$ cat src/hdl/nta_pkg.sv
// Package for the number-to-ASCII formatter: op codes, character codes,
// payload and control types, and the digit-to-character function.
// No dependencies; every other file of the block but nta_stream_if imports it.
package nta_pkg;

  localparam int unsigned DEFAULT_VALUE_BITS = 32;
  localparam int unsigned DIGIT_W            = 4;
  localparam int unsigned FRAC_DIGITS        = 3;
  localparam int unsigned OP_W               = 2;
  localparam int unsigned FIELD_W            = 32;
  localparam int unsigned CHAR_W             = 8;

  localparam logic [DIGIT_W-1:0] DEC_RADIX  = 4'd10;
  localparam logic [CHAR_W-1:0]  CHAR_ZERO  = 8'h30;
  localparam logic [CHAR_W-1:0]  CHAR_SEVEN = 8'h37;
  localparam logic [CHAR_W-1:0]  CHAR_MINUS = 8'h2D;
  localparam logic [CHAR_W-1:0]  CHAR_DOT   = 8'h2E;
  localparam logic [CHAR_W-1:0]  CHAR_X     = 8'h78;
  localparam logic [CHAR_W-1:0]  CHAR_NINE  = 8'h39;
  localparam logic [CHAR_W-1:0]  CHAR_UPA   = 8'h41;
  localparam logic [CHAR_W-1:0]  CHAR_UPF   = 8'h46;

  typedef enum logic [OP_W-1:0] {
    OP_DEC   = 2'd0,
    OP_HEX   = 2'd1,
    OP_FIXED = 2'd2
  } op_e;

  typedef enum logic [1:0] {
    CELL_HOLD,
    CELL_LOAD,
    CELL_DABBLE,
    CELL_SHIFT
  } cell_mode_e;

  typedef struct packed {
    cell_mode_e mode;
    logic       hex;
  } cell_ctrl_t;

  typedef enum logic [2:0] {
    ST_IDLE,
    ST_CONV,
    ST_SKIP,
    ST_PREFIX,
    ST_DIGITS,
    ST_DOT
  } state_e;

  typedef struct packed {
    logic [OP_W-1:0]    op;
    logic [FIELD_W-1:0] value;
  } in_item_t;

  typedef struct packed {
    logic [CHAR_W-1:0] character;
    logic              last;
  } out_item_t;

  function automatic logic [CHAR_W-1:0] digit_char(input logic [DIGIT_W-1:0] d);
    if (d < DEC_RADIX) begin
      digit_char = CHAR_ZERO + {{(CHAR_W-DIGIT_W){1'b0}}, d};
    end else begin
      digit_char = CHAR_SEVEN + {{(CHAR_W-DIGIT_W){1'b0}}, d};
    end
  endfunction

endpackage

$ cat src/hdl/nta_stream_if.sv
// Valid/ready stream interface used for both channels of the formatter.
// The payload type is a parameter; the block uses the structs of nta_pkg.
interface nta_stream_if #(
  parameter type T = logic
) ();
  logic valid;
  logic ready;
  T     data;

  modport source (output valid, output data, input ready);
  modport sink   (input valid, input data, output ready);
endinterface

$ cat src/hdl/nta_bcd_cell.sv
// One decimal digit cell of the converter row: shift-and-add-3 step,
// parallel load of a nibble or of zero, and a digit shift towards the top. Uses nta_pkg.
module nta_bcd_cell (
  input  logic                    clk_i,
  input  nta_pkg::cell_ctrl_t     ctrl_i,
  input  logic [3:0]              nib_i,
  input  logic [3:0]              prev_i,
  input  logic                    bit_i,
  output logic [3:0]              digit_o,
  output logic                    bit_o
);
  import nta_pkg::*;

  logic [DIGIT_W-1:0] digit_q, digit_d;
  logic [DIGIT_W-1:0] adj;

  assign adj = (digit_q >= 4'd5) ? digit_q + 4'd3 : digit_q;

  always_comb begin
    unique case (ctrl_i.mode)
      CELL_HOLD:   digit_d = digit_q;
      CELL_LOAD:   digit_d = ctrl_i.hex ? nib_i : '0;
      CELL_DABBLE: digit_d = {adj[DIGIT_W-2:0], bit_i};
      CELL_SHIFT:  digit_d = prev_i;
      default:     digit_d = digit_q;
    endcase
  end

  always_ff @(posedge clk_i) begin
    digit_q <= digit_d;
  end

  assign digit_o = digit_q;
  assign bit_o   = adj[DIGIT_W-1];
endmodule

$ cat src/hdl/nta_cell_row.sv
// Row of digit cells: a serial bit enters the lowest cell and carries move
// up; in shift mode the digits move up one cell. Uses nta_pkg and nta_bcd_cell.
module nta_cell_row #(
  parameter int unsigned NCELL = 10
) (
  input  logic                  clk_i,
  input  nta_pkg::cell_ctrl_t   ctrl_i,
  input  logic                  bit_i,
  input  logic [4*NCELL-1:0]    nib_i,
  output logic [3:0]            top_o
);
  import nta_pkg::*;

  logic [DIGIT_W-1:0] digits [NCELL];
  logic [NCELL-1:0]   carry;

  for (genvar i = 0; i < NCELL; i++) begin : g_cell
    logic [DIGIT_W-1:0] prev;
    logic               cin;
    if (i == 0) begin : g_low
      assign prev = '0;
      assign cin  = bit_i;
    end else begin : g_up
      assign prev = digits[i-1];
      assign cin  = carry[i-1];
    end
    nta_bcd_cell u_cell (
      .clk_i   (clk_i),
      .ctrl_i  (ctrl_i),
      .nib_i   (nib_i[DIGIT_W*i +: DIGIT_W]),
      .prev_i  (prev),
      .bit_i   (cin),
      .digit_o (digits[i]),
      .bit_o   (carry[i])
    );
  end

  assign top_o = digits[NCELL-1];
endmodule

$ cat src/hdl/number_to_ascii_formatter_top.sv
// Top level of the number-to-ASCII formatter: controller, output register
// and the digit cell row. Uses nta_pkg, nta_stream_if and nta_cell_row.
//
// An item on in_i carries an op and a value. Op 0 gives unsigned decimal,
// op 1 gives "0x" and uppercase hex, op 2 gives signed thousandths with a
// '-' for negative values, integer part, '.' and three fraction digits. Op 3 is dropped.
// Each transfer on out_o carries one ASCII character; last marks the end.
// The value is converted by shifting it one bit a cycle through a row of
// decimal digit cells; hex values are loaded as nibbles and skip this step.
// Leading zero cells are then skipped, and one character is offered per
// cycle while the receiver does not stall.
// A new item is taken only when the previous one has handed its last
// character to the output register, which may still hold it.
// If the receiver stalls, the character is held and the controller waits;
// the next item may still be taken and converted meanwhile.
// Reset returns the controller to idle and empties the output register.
module number_to_ascii_formatter_top #(
  parameter int unsigned VALUE_BITS = nta_pkg::DEFAULT_VALUE_BITS
) (
  input  logic         clk_i,
  input  logic         rst_ni,
  nta_stream_if.sink   in_i,
  nta_stream_if.source out_o
);
  import nta_pkg::*;

  localparam int unsigned DEC_DIGITS = (VALUE_BITS * 1233) / 4096 + 1;
  localparam int unsigned HEX_DIGITS = (VALUE_BITS + DIGIT_W - 1) / DIGIT_W;
  localparam int unsigned MIN_CELLS  = FRAC_DIGITS + 1;
  localparam int unsigned NC0        = (DEC_DIGITS > HEX_DIGITS) ? DEC_DIGITS : HEX_DIGITS;
  localparam int unsigned NCELL      = (NC0 > MIN_CELLS) ? NC0 : MIN_CELLS;
  localparam int unsigned REM_W      = $clog2(NCELL + 1);
  localparam int unsigned CNT_W      = $clog2(VALUE_BITS);

  state_e                 state_q, state_d;
  op_e                    op_q, op_d;
  logic                   neg_q, neg_d;
  logic                   pidx_q, pidx_d;
  logic [REM_W-1:0]       rem_q, rem_d;
  logic [CNT_W-1:0]       cnt_q, cnt_d;
  logic [VALUE_BITS-1:0]  conv_q, conv_d;
  logic                   out_valid_q, out_valid_d;
  out_item_t              out_item_q, out_item_d;

  logic [VALUE_BITS-1:0]  v, mag;
  logic                   v_neg;
  logic                   in_ok;
  logic [DIGIT_W-1:0]     top;
  logic [REM_W-1:0]       min_digits;
  logic                   gen_valid, gen_last, gen_fire;
  logic [CHAR_W-1:0]      gen_char;
  cell_ctrl_t             cell_ctrl;

  assign v     = VALUE_BITS'({{FIELD_W{1'b0}}, in_i.data.value});
  assign v_neg = (in_i.data.op == OP_FIXED) && v[VALUE_BITS-1];
  assign mag   = v_neg ? (VALUE_BITS'(0) - v) : v;
  assign in_ok = (in_i.data.op == OP_DEC) || (in_i.data.op == OP_HEX) ||
                 (in_i.data.op == OP_FIXED);

  assign min_digits = (op_q == OP_FIXED) ? REM_W'(MIN_CELLS) : REM_W'(1);
  assign gen_fire   = gen_valid && (!out_valid_q || out_o.ready);

  nta_cell_row #(
    .NCELL (NCELL)
  ) u_row (
    .clk_i  (clk_i),
    .ctrl_i (cell_ctrl),
    .bit_i  (conv_q[VALUE_BITS-1]),
    .nib_i  ((4*NCELL)'(v)),
    .top_o  (top)
  );

  always_comb begin
    in_i.ready     = 1'b0;
    gen_valid      = 1'b0;
    gen_last       = 1'b0;
    gen_char       = CHAR_ZERO;
    cell_ctrl.mode = CELL_HOLD;
    cell_ctrl.hex  = 1'b0;
    unique case (state_q)
      ST_IDLE: begin
        in_i.ready     = 1'b1;
        cell_ctrl.mode = CELL_LOAD;
        cell_ctrl.hex  = (in_i.data.op == OP_HEX);
      end
      ST_CONV: begin
        cell_ctrl.mode = CELL_DABBLE;
      end
      ST_SKIP: begin
        if ((top == '0) && (rem_q > min_digits)) begin
          cell_ctrl.mode = CELL_SHIFT;
        end
      end
      ST_PREFIX: begin
        gen_valid = 1'b1;
        if (op_q == OP_HEX) begin
          gen_char = pidx_q ? CHAR_X : CHAR_ZERO;
        end else begin
          gen_char = CHAR_MINUS;
        end
      end
      ST_DIGITS: begin
        gen_valid = 1'b1;
        gen_char  = digit_char(top);
        gen_last  = (rem_q == REM_W'(1));
        if (!out_valid_q || out_o.ready) begin
          cell_ctrl.mode = CELL_SHIFT;
        end
      end
      ST_DOT: begin
        gen_valid = 1'b1;
        gen_char  = CHAR_DOT;
      end
      default: begin
        cell_ctrl.mode = CELL_HOLD;
      end
    endcase
  end

  always_comb begin
    state_d = state_q;
    op_d    = op_q;
    neg_d   = neg_q;
    pidx_d  = pidx_q;
    rem_d   = rem_q;
    cnt_d   = cnt_q;
    conv_d  = conv_q;
    unique case (state_q)
      ST_IDLE: begin
        if (in_i.valid && in_ok) begin
          op_d    = op_e'(in_i.data.op);
          neg_d   = v_neg;
          pidx_d  = 1'b0;
          rem_d   = REM_W'(NCELL);
          cnt_d   = CNT_W'(VALUE_BITS - 1);
          conv_d  = mag;
          state_d = (in_i.data.op == OP_HEX) ? ST_SKIP : ST_CONV;
        end
      end
      ST_CONV: begin
        conv_d = {conv_q[VALUE_BITS-2:0], 1'b0};
        cnt_d  = cnt_q - CNT_W'(1);
        if (cnt_q == '0) begin
          state_d = ST_SKIP;
        end
      end
      ST_SKIP: begin
        if ((top == '0) && (rem_q > min_digits)) begin
          rem_d = rem_q - REM_W'(1);
        end else if ((op_q == OP_HEX) || neg_q) begin
          state_d = ST_PREFIX;
        end else begin
          state_d = ST_DIGITS;
        end
      end
      ST_PREFIX: begin
        if (gen_fire) begin
          if ((op_q == OP_HEX) && !pidx_q) begin
            pidx_d = 1'b1;
          end else begin
            state_d = ST_DIGITS;
          end
        end
      end
      ST_DIGITS: begin
        if (gen_fire) begin
          rem_d = rem_q - REM_W'(1);
          if (rem_q == REM_W'(1)) begin
            state_d = ST_IDLE;
          end else if ((op_q == OP_FIXED) && (rem_q == REM_W'(MIN_CELLS))) begin
            state_d = ST_DOT;
          end
        end
      end
      ST_DOT: begin
        if (gen_fire) begin
          state_d = ST_DIGITS;
        end
      end
      default: begin
        state_d = ST_IDLE;
      end
    endcase
  end

  always_comb begin
    out_valid_d = out_valid_q;
    out_item_d  = out_item_q;
    if (gen_fire) begin
      out_valid_d          = 1'b1;
      out_item_d.character = gen_char;
      out_item_d.last      = gen_last;
    end else if (out_o.ready) begin
      out_valid_d = 1'b0;
    end
  end

  always_ff @(posedge clk_i or negedge rst_ni) begin
    if (!rst_ni) begin
      state_q     <= ST_IDLE;
      out_valid_q <= 1'b0;
    end else begin
      state_q     <= state_d;
      out_valid_q <= out_valid_d;
    end
  end

  always_ff @(posedge clk_i) begin
    op_q       <= op_d;
    neg_q      <= neg_d;
    pidx_q     <= pidx_d;
    rem_q      <= rem_d;
    cnt_q      <= cnt_d;
    conv_q     <= conv_d;
    out_item_q <= out_item_d;
  end

  assign out_o.valid = out_valid_q;
  assign out_o.data  = out_item_q;
endmodule

$ cat src/flat_wrapper.sv
// flat-port wrapper written by rule: the top's interface ports become plain ports
module number_to_ascii_formatter_top_flat import nta_pkg::*;
#(
  parameter int unsigned VALUE_BITS = nta_pkg::DEFAULT_VALUE_BITS
)
  (clk_i, rst_ni, in_i_valid, in_i_data, in_i_ready, out_o_valid, out_o_data, out_o_ready);
  nta_stream_if #(.T(in_item_t)) in_i_i ();
  nta_stream_if #(.T(out_item_t)) out_o_i ();
  input  logic clk_i;
  input  logic rst_ni;
  input wire logic [$bits(in_i_i.valid)-1:0] in_i_valid;
  input wire logic [$bits(in_i_i.data)-1:0] in_i_data;
  output wire logic [$bits(in_i_i.ready)-1:0] in_i_ready;
  output wire logic [$bits(out_o_i.valid)-1:0] out_o_valid;
  output wire logic [$bits(out_o_i.data)-1:0] out_o_data;
  input wire logic [$bits(out_o_i.ready)-1:0] out_o_ready;
  assign in_i_i.valid = in_i_valid;
  assign in_i_i.data = in_i_data;
  assign in_i_ready = in_i_i.ready;
  assign out_o_valid = out_o_i.valid;
  assign out_o_data = out_o_i.data;
  assign out_o_i.ready = out_o_ready;
  number_to_ascii_formatter_top #(.VALUE_BITS(VALUE_BITS)) u_core (.clk_i(clk_i), .rst_ni(rst_ni), .in_i(in_i_i), .out_o(out_o_i));
endmodule
$ cat config.mk
export PLATFORM = sky130hd
export DESIGN_NAME = number_to_ascii_formatter_top_flat
export DESIGN_NICKNAME = d
export VERILOG_FILES = /design/src/hdl/nta_pkg.sv /design/src/hdl/nta_stream_if.sv /design/src/hdl/nta_bcd_cell.sv /design/src/hdl/nta_cell_row.sv /design/src/hdl/number_to_ascii_formatter_top.sv /design/src/flat_wrapper.sv
export SDC_FILE = /design/constraint.sdc
export NUM_CORES = 1
export LEC_CHECK = 0
export BUFFER_PORTS_ARGS = -buffer_cell sky130_fd_sc_hd__buf_2
export CORE_UTILIZATION = 35
export DETAILED_ROUTE_END_ITERATION = 6
export PLACE_DENSITY = 0.59
export SLEW_MARGIN = 20
export SYNTH_ARGS = -nofsm -noshare
export SYNTH_HDL_FRONTEND = slang
export SYNTH_SLANG_ARGS = --single-unit
$ cat constraint.sdc
create_clock -name clk_i -period 6.8 [get_ports clk_i]
set_clock_uncertainty 0.05 [all_clocks]
set_input_delay 1.36 -clock clk_i [delete_from_list [all_inputs] [get_ports clk_i]]
set_output_delay 1.36 -clock clk_i [all_outputs]
set_load 0.01 [all_outputs]
==> results by group <==
Status
  • Run status: finished clean

Synth
  • Ys async rst share: 0.0412
  • Post-synthesis cell area: 6280 um2
  • Post-Syn Area per Cell: 9.99 um2
  • Top_reg_cell synth: edfxtp_1
  • Synth unique cells: 61
  • Sequential-to-total area share from yosys stat: 0.460
  • EDFF count, synth: 93
  • Synth Register Bits: 97
  • Synth Instances: 629
  • Yosys warnings: 0
  • Syn_nets: 694

Placed design
  • Routability Congestion: 0.828
  • Post-detail-place hpwl: 10100 um
  • # port buffers: 47

Finish
  • Fill count: 1709
  • Area growth from synthesis to layout: 11.4%
  • Fin nets: 725
  • Diodes inserted: 0
  • Layout cells sized above 1: 0.141

Critical path
  • Worst path slowest cell: nor4_1
  • Worst Setup Start Kind: primary input
  • Critical path endpoint category: flop
  • Crit path cell chain: buf_2 > nor4_1 > nand2_1 > o41ai_1 > xor2_1 > o21ai_0
  • CP max stage delay: 0.66 ns
  • Arrival time worst endpoint: 3.49 ns
  • FF-to-FF setup slack: 3.74 ns
  • WP data required: 6.84 ns
  • Critical path type: primary input to flop
  • Critical path fanouts, max: 12

Floorplan
  • Site Rows: 48
  • Starting Density: 0.361
  • Core box area: 17400 um2
  • IO Pins: 49
  • Die X-Extent: 136 um
  • Die Ht: 136 um
  • Die ar.: 18500 um2

CTS
  • # resized after CTS: 0
  • CTS max path bufs: 2
  • Reg clk slew, reported paths: 0.07 ns
  • Setup Buffers After CTS: 0
  • Number of buffers created by CTS: 9
  • Worst-Skew Late Latency: 0.35 ns
  • Htree depth: 3
  • CTS tree: yes
  • Root Driver: clkbuf_16
  • Hold-fix buffers, CTS: 0
  • Clk sink count: 97

Route
  • Wire per inst: 16.3 um
  • DR vias/cell: 5.53
  • WL final: 14500 um
  • Detailed-route via count: 4918
  • DRT iter0 DRCs: 382
  • Pre-Repair DR Iteration Count: 5
  • DRT antenna net count: 0
  • DRC: 0

Power
  • Max VDD drop: 0.186 mV
  • Pleak: 2.49 nW
  • Total Power: 3.17 mW
  • PwrDens: 453 nW/um2

Global route
  • Total grt overflow: 0
  • Vias in the first global route: 4666
  • Pin count of the biggest net entering global routing: 52
  • Initial antenna violation count: 0
  • Global-route wire length before repair: 23700 um
  • GRT Total Usage: 0.164

STA
  • Setup TNS: 0 ns
  • Max transition margin: 0.447
  • Least-Margin Pin Slew: 0.830 ns
  • Final-report setup violation count: 0
  • Tcrit/Tclk final: 0.508
  • Pins Over Slew Limit: 0
  • RSZ-0062 raised after global routing: no
  • Fmax: 289 MHz
  • Crit path time final: 3.46 ns
  • Hold Vio Cnt, Final: 0

Worst hold path
  • Worst Hold Class: flop to flop

Flow run
  • Max-cap violation count: 0
==> per-stage QoR <==
step                       util  hold slack [ns]  instance area, um2  instances  worst slack [ns]
final                     0.402            0.476                7000        890              3.34
after global routing      0.402            0.506                7000        890              3.16
after CTS                 0.402            0.482                7000        890              3.30
after detailed placement  0.385            0.466                6710        874              2.92
after global placement    0.385            0.457                6710        874              2.99
after floorplan               -            0.446                6280        629              2.65
==> power by group <==
group          switching (mW)  leakage, nW  total (mW)  internal (mW)
combinational           0.802         1.40        1.33          0.529
clock                   0.224        0.139       0.509          0.285
sequential              0.236        0.946        1.33           1.09
total                    1.26         2.49        3.17           1.91
==> registers in the layout, summed over array words and instances, names as in the netlist <==
register	flops
u_core.rem_q	4
u_core.pidx_q	1
u_core.neg_q	1
u_core.u_row.g_cell.u_cell.digit_o	40
u_core.op_q	2
u_core.out_o.valid	1
u_core.cnt_q	5
u_core.conv_q	32
u_core.state_q	3
u_core.out_o.data	8
==> per-layer routing <==
layer  wire length, um  track usage
met5                 0            0
met4               202       0.0432
met3               641       0.0395
met2              7130        0.278
met1              6520        0.208
==> path summary, 6_finish.rpt <==
path                                                                 endpoint  cells after the start                   startpoint
min reg2reg                                       u_core.conv_q[15]$_DFFE_PP_                      2  u_core.conv_q[14]$_DFFE_PP_
max                                                u_core.conv_q[9]$_DFFE_PP_                      6                 in_i_data[5]
min in group asynchronous                       u_core.state_q[1]$_DFFE_PN0P_                      1                       rst_ni
max in group asynchronous                      u_core.out_o.valid$_DFFE_PN0P_                      1                       rst_ni
min                                               u_core.conv_q[15]$_DFFE_PP_                      2  u_core.conv_q[14]$_DFFE_PP_
max reg2reg                u_core.u_row.g_cell[6].u_cell.digit_o[2]$_DFFE_PP_                      7     u_core.op_q[0]$_DFFE_PP_
==> cell families (layout without fill, tap and decap cells) <==
kind of cell / count (synthesis) / in the layout / share of synthesized area
buffers and inverters: 62 / 98 / 0.0428
AOI/OAI and AO/OA: 173 / 173 / 0.187
other: 1 / 1 / 0.000597
and+or+nand+nor: 226 / 226 / 0.195
adders and majority gates: 27 / 27 / 0.0538
DFF: 97 / 97 / 0.460
muxes: 6 / 6 / 0.00976
xor gates and xnor gates: 37 / 37 / 0.0516
==> synth_stat cells (3+ instances only) <==
master    number  area share
nand2_1       61       0.036
o31ai_1        9       0.011
nand2b_1      19       0.019
nor4b_1        3      0.0042
mux2i_1        5      0.0080
nor4_1         4      0.0040
clkbuf_1      23       0.014
nor2_1        59       0.035
inv_1         29       0.017
nor4_2         5       0.010
a21o_1         4      0.0048
o21ai_0       41       0.033
nor2b_1       10       0.010
nor3b_1       14       0.017
xnor2_1       20       0.028
nor4_4         3       0.010
edfxtp_1      93        0.44
or3_1          6      0.0060
ha_1          27       0.054
nand3_1        6      0.0048
a31oi_1        6      0.0060
xor2_1        17       0.024
a22oi_1        6      0.0072
a21oi_1       43       0.034
or2_2          5      0.0050
a211oi_1       8      0.0096
buf_4          3      0.0036
a22o_1         4      0.0056
nand3b_1       3      0.0036
a221o_1       27       0.043
nor3_1        11      0.0088
and2_1         5      0.0050
buf_6          3      0.0054
dfrtp_1        4       0.016
o32ai_1        3      0.0042
o22ai_1        4      0.0040
==> worst max-delay path, delay by kind of cell <==
kind | cells | cell delay [ns]
compound gates | 2 | 0.57
xor+xnor | 1 | 0.18
buf+inv | 1 | 0.12
simple gates | 2 | 1.26
==> layout make-up <==
type	instances	area (um2)	area share
multi-input combinational	470	3150	0.450
sequential	97	2890	0.413
tap	225	282	0.0402
timing repair buffer	53	280	0.0400
clock buffer	11	233	0.0332
inverter	29	109	0.0155
clock inverter	5	56.3	0.00804
==> placed cells by master, fill, tap and decap left out, types with 8 or more instances in the layout <==
cell,count
nor2b_1,10
nor3b_1,13
a221o_1,27
a21oi_1,43
xor2_1,17
nor2_1,58
ha_1,27
xnor2_1,20
nand2_1,61
o21ai_0,41
clkbuf_16,9
a211oi_1,8
nor3_1,11
nand2b_1,19
o31ai_1,9
buf_2,47
inv_1,29
edfxtp_1,93
No activity file was read; power rests on OpenSTA's default activity.
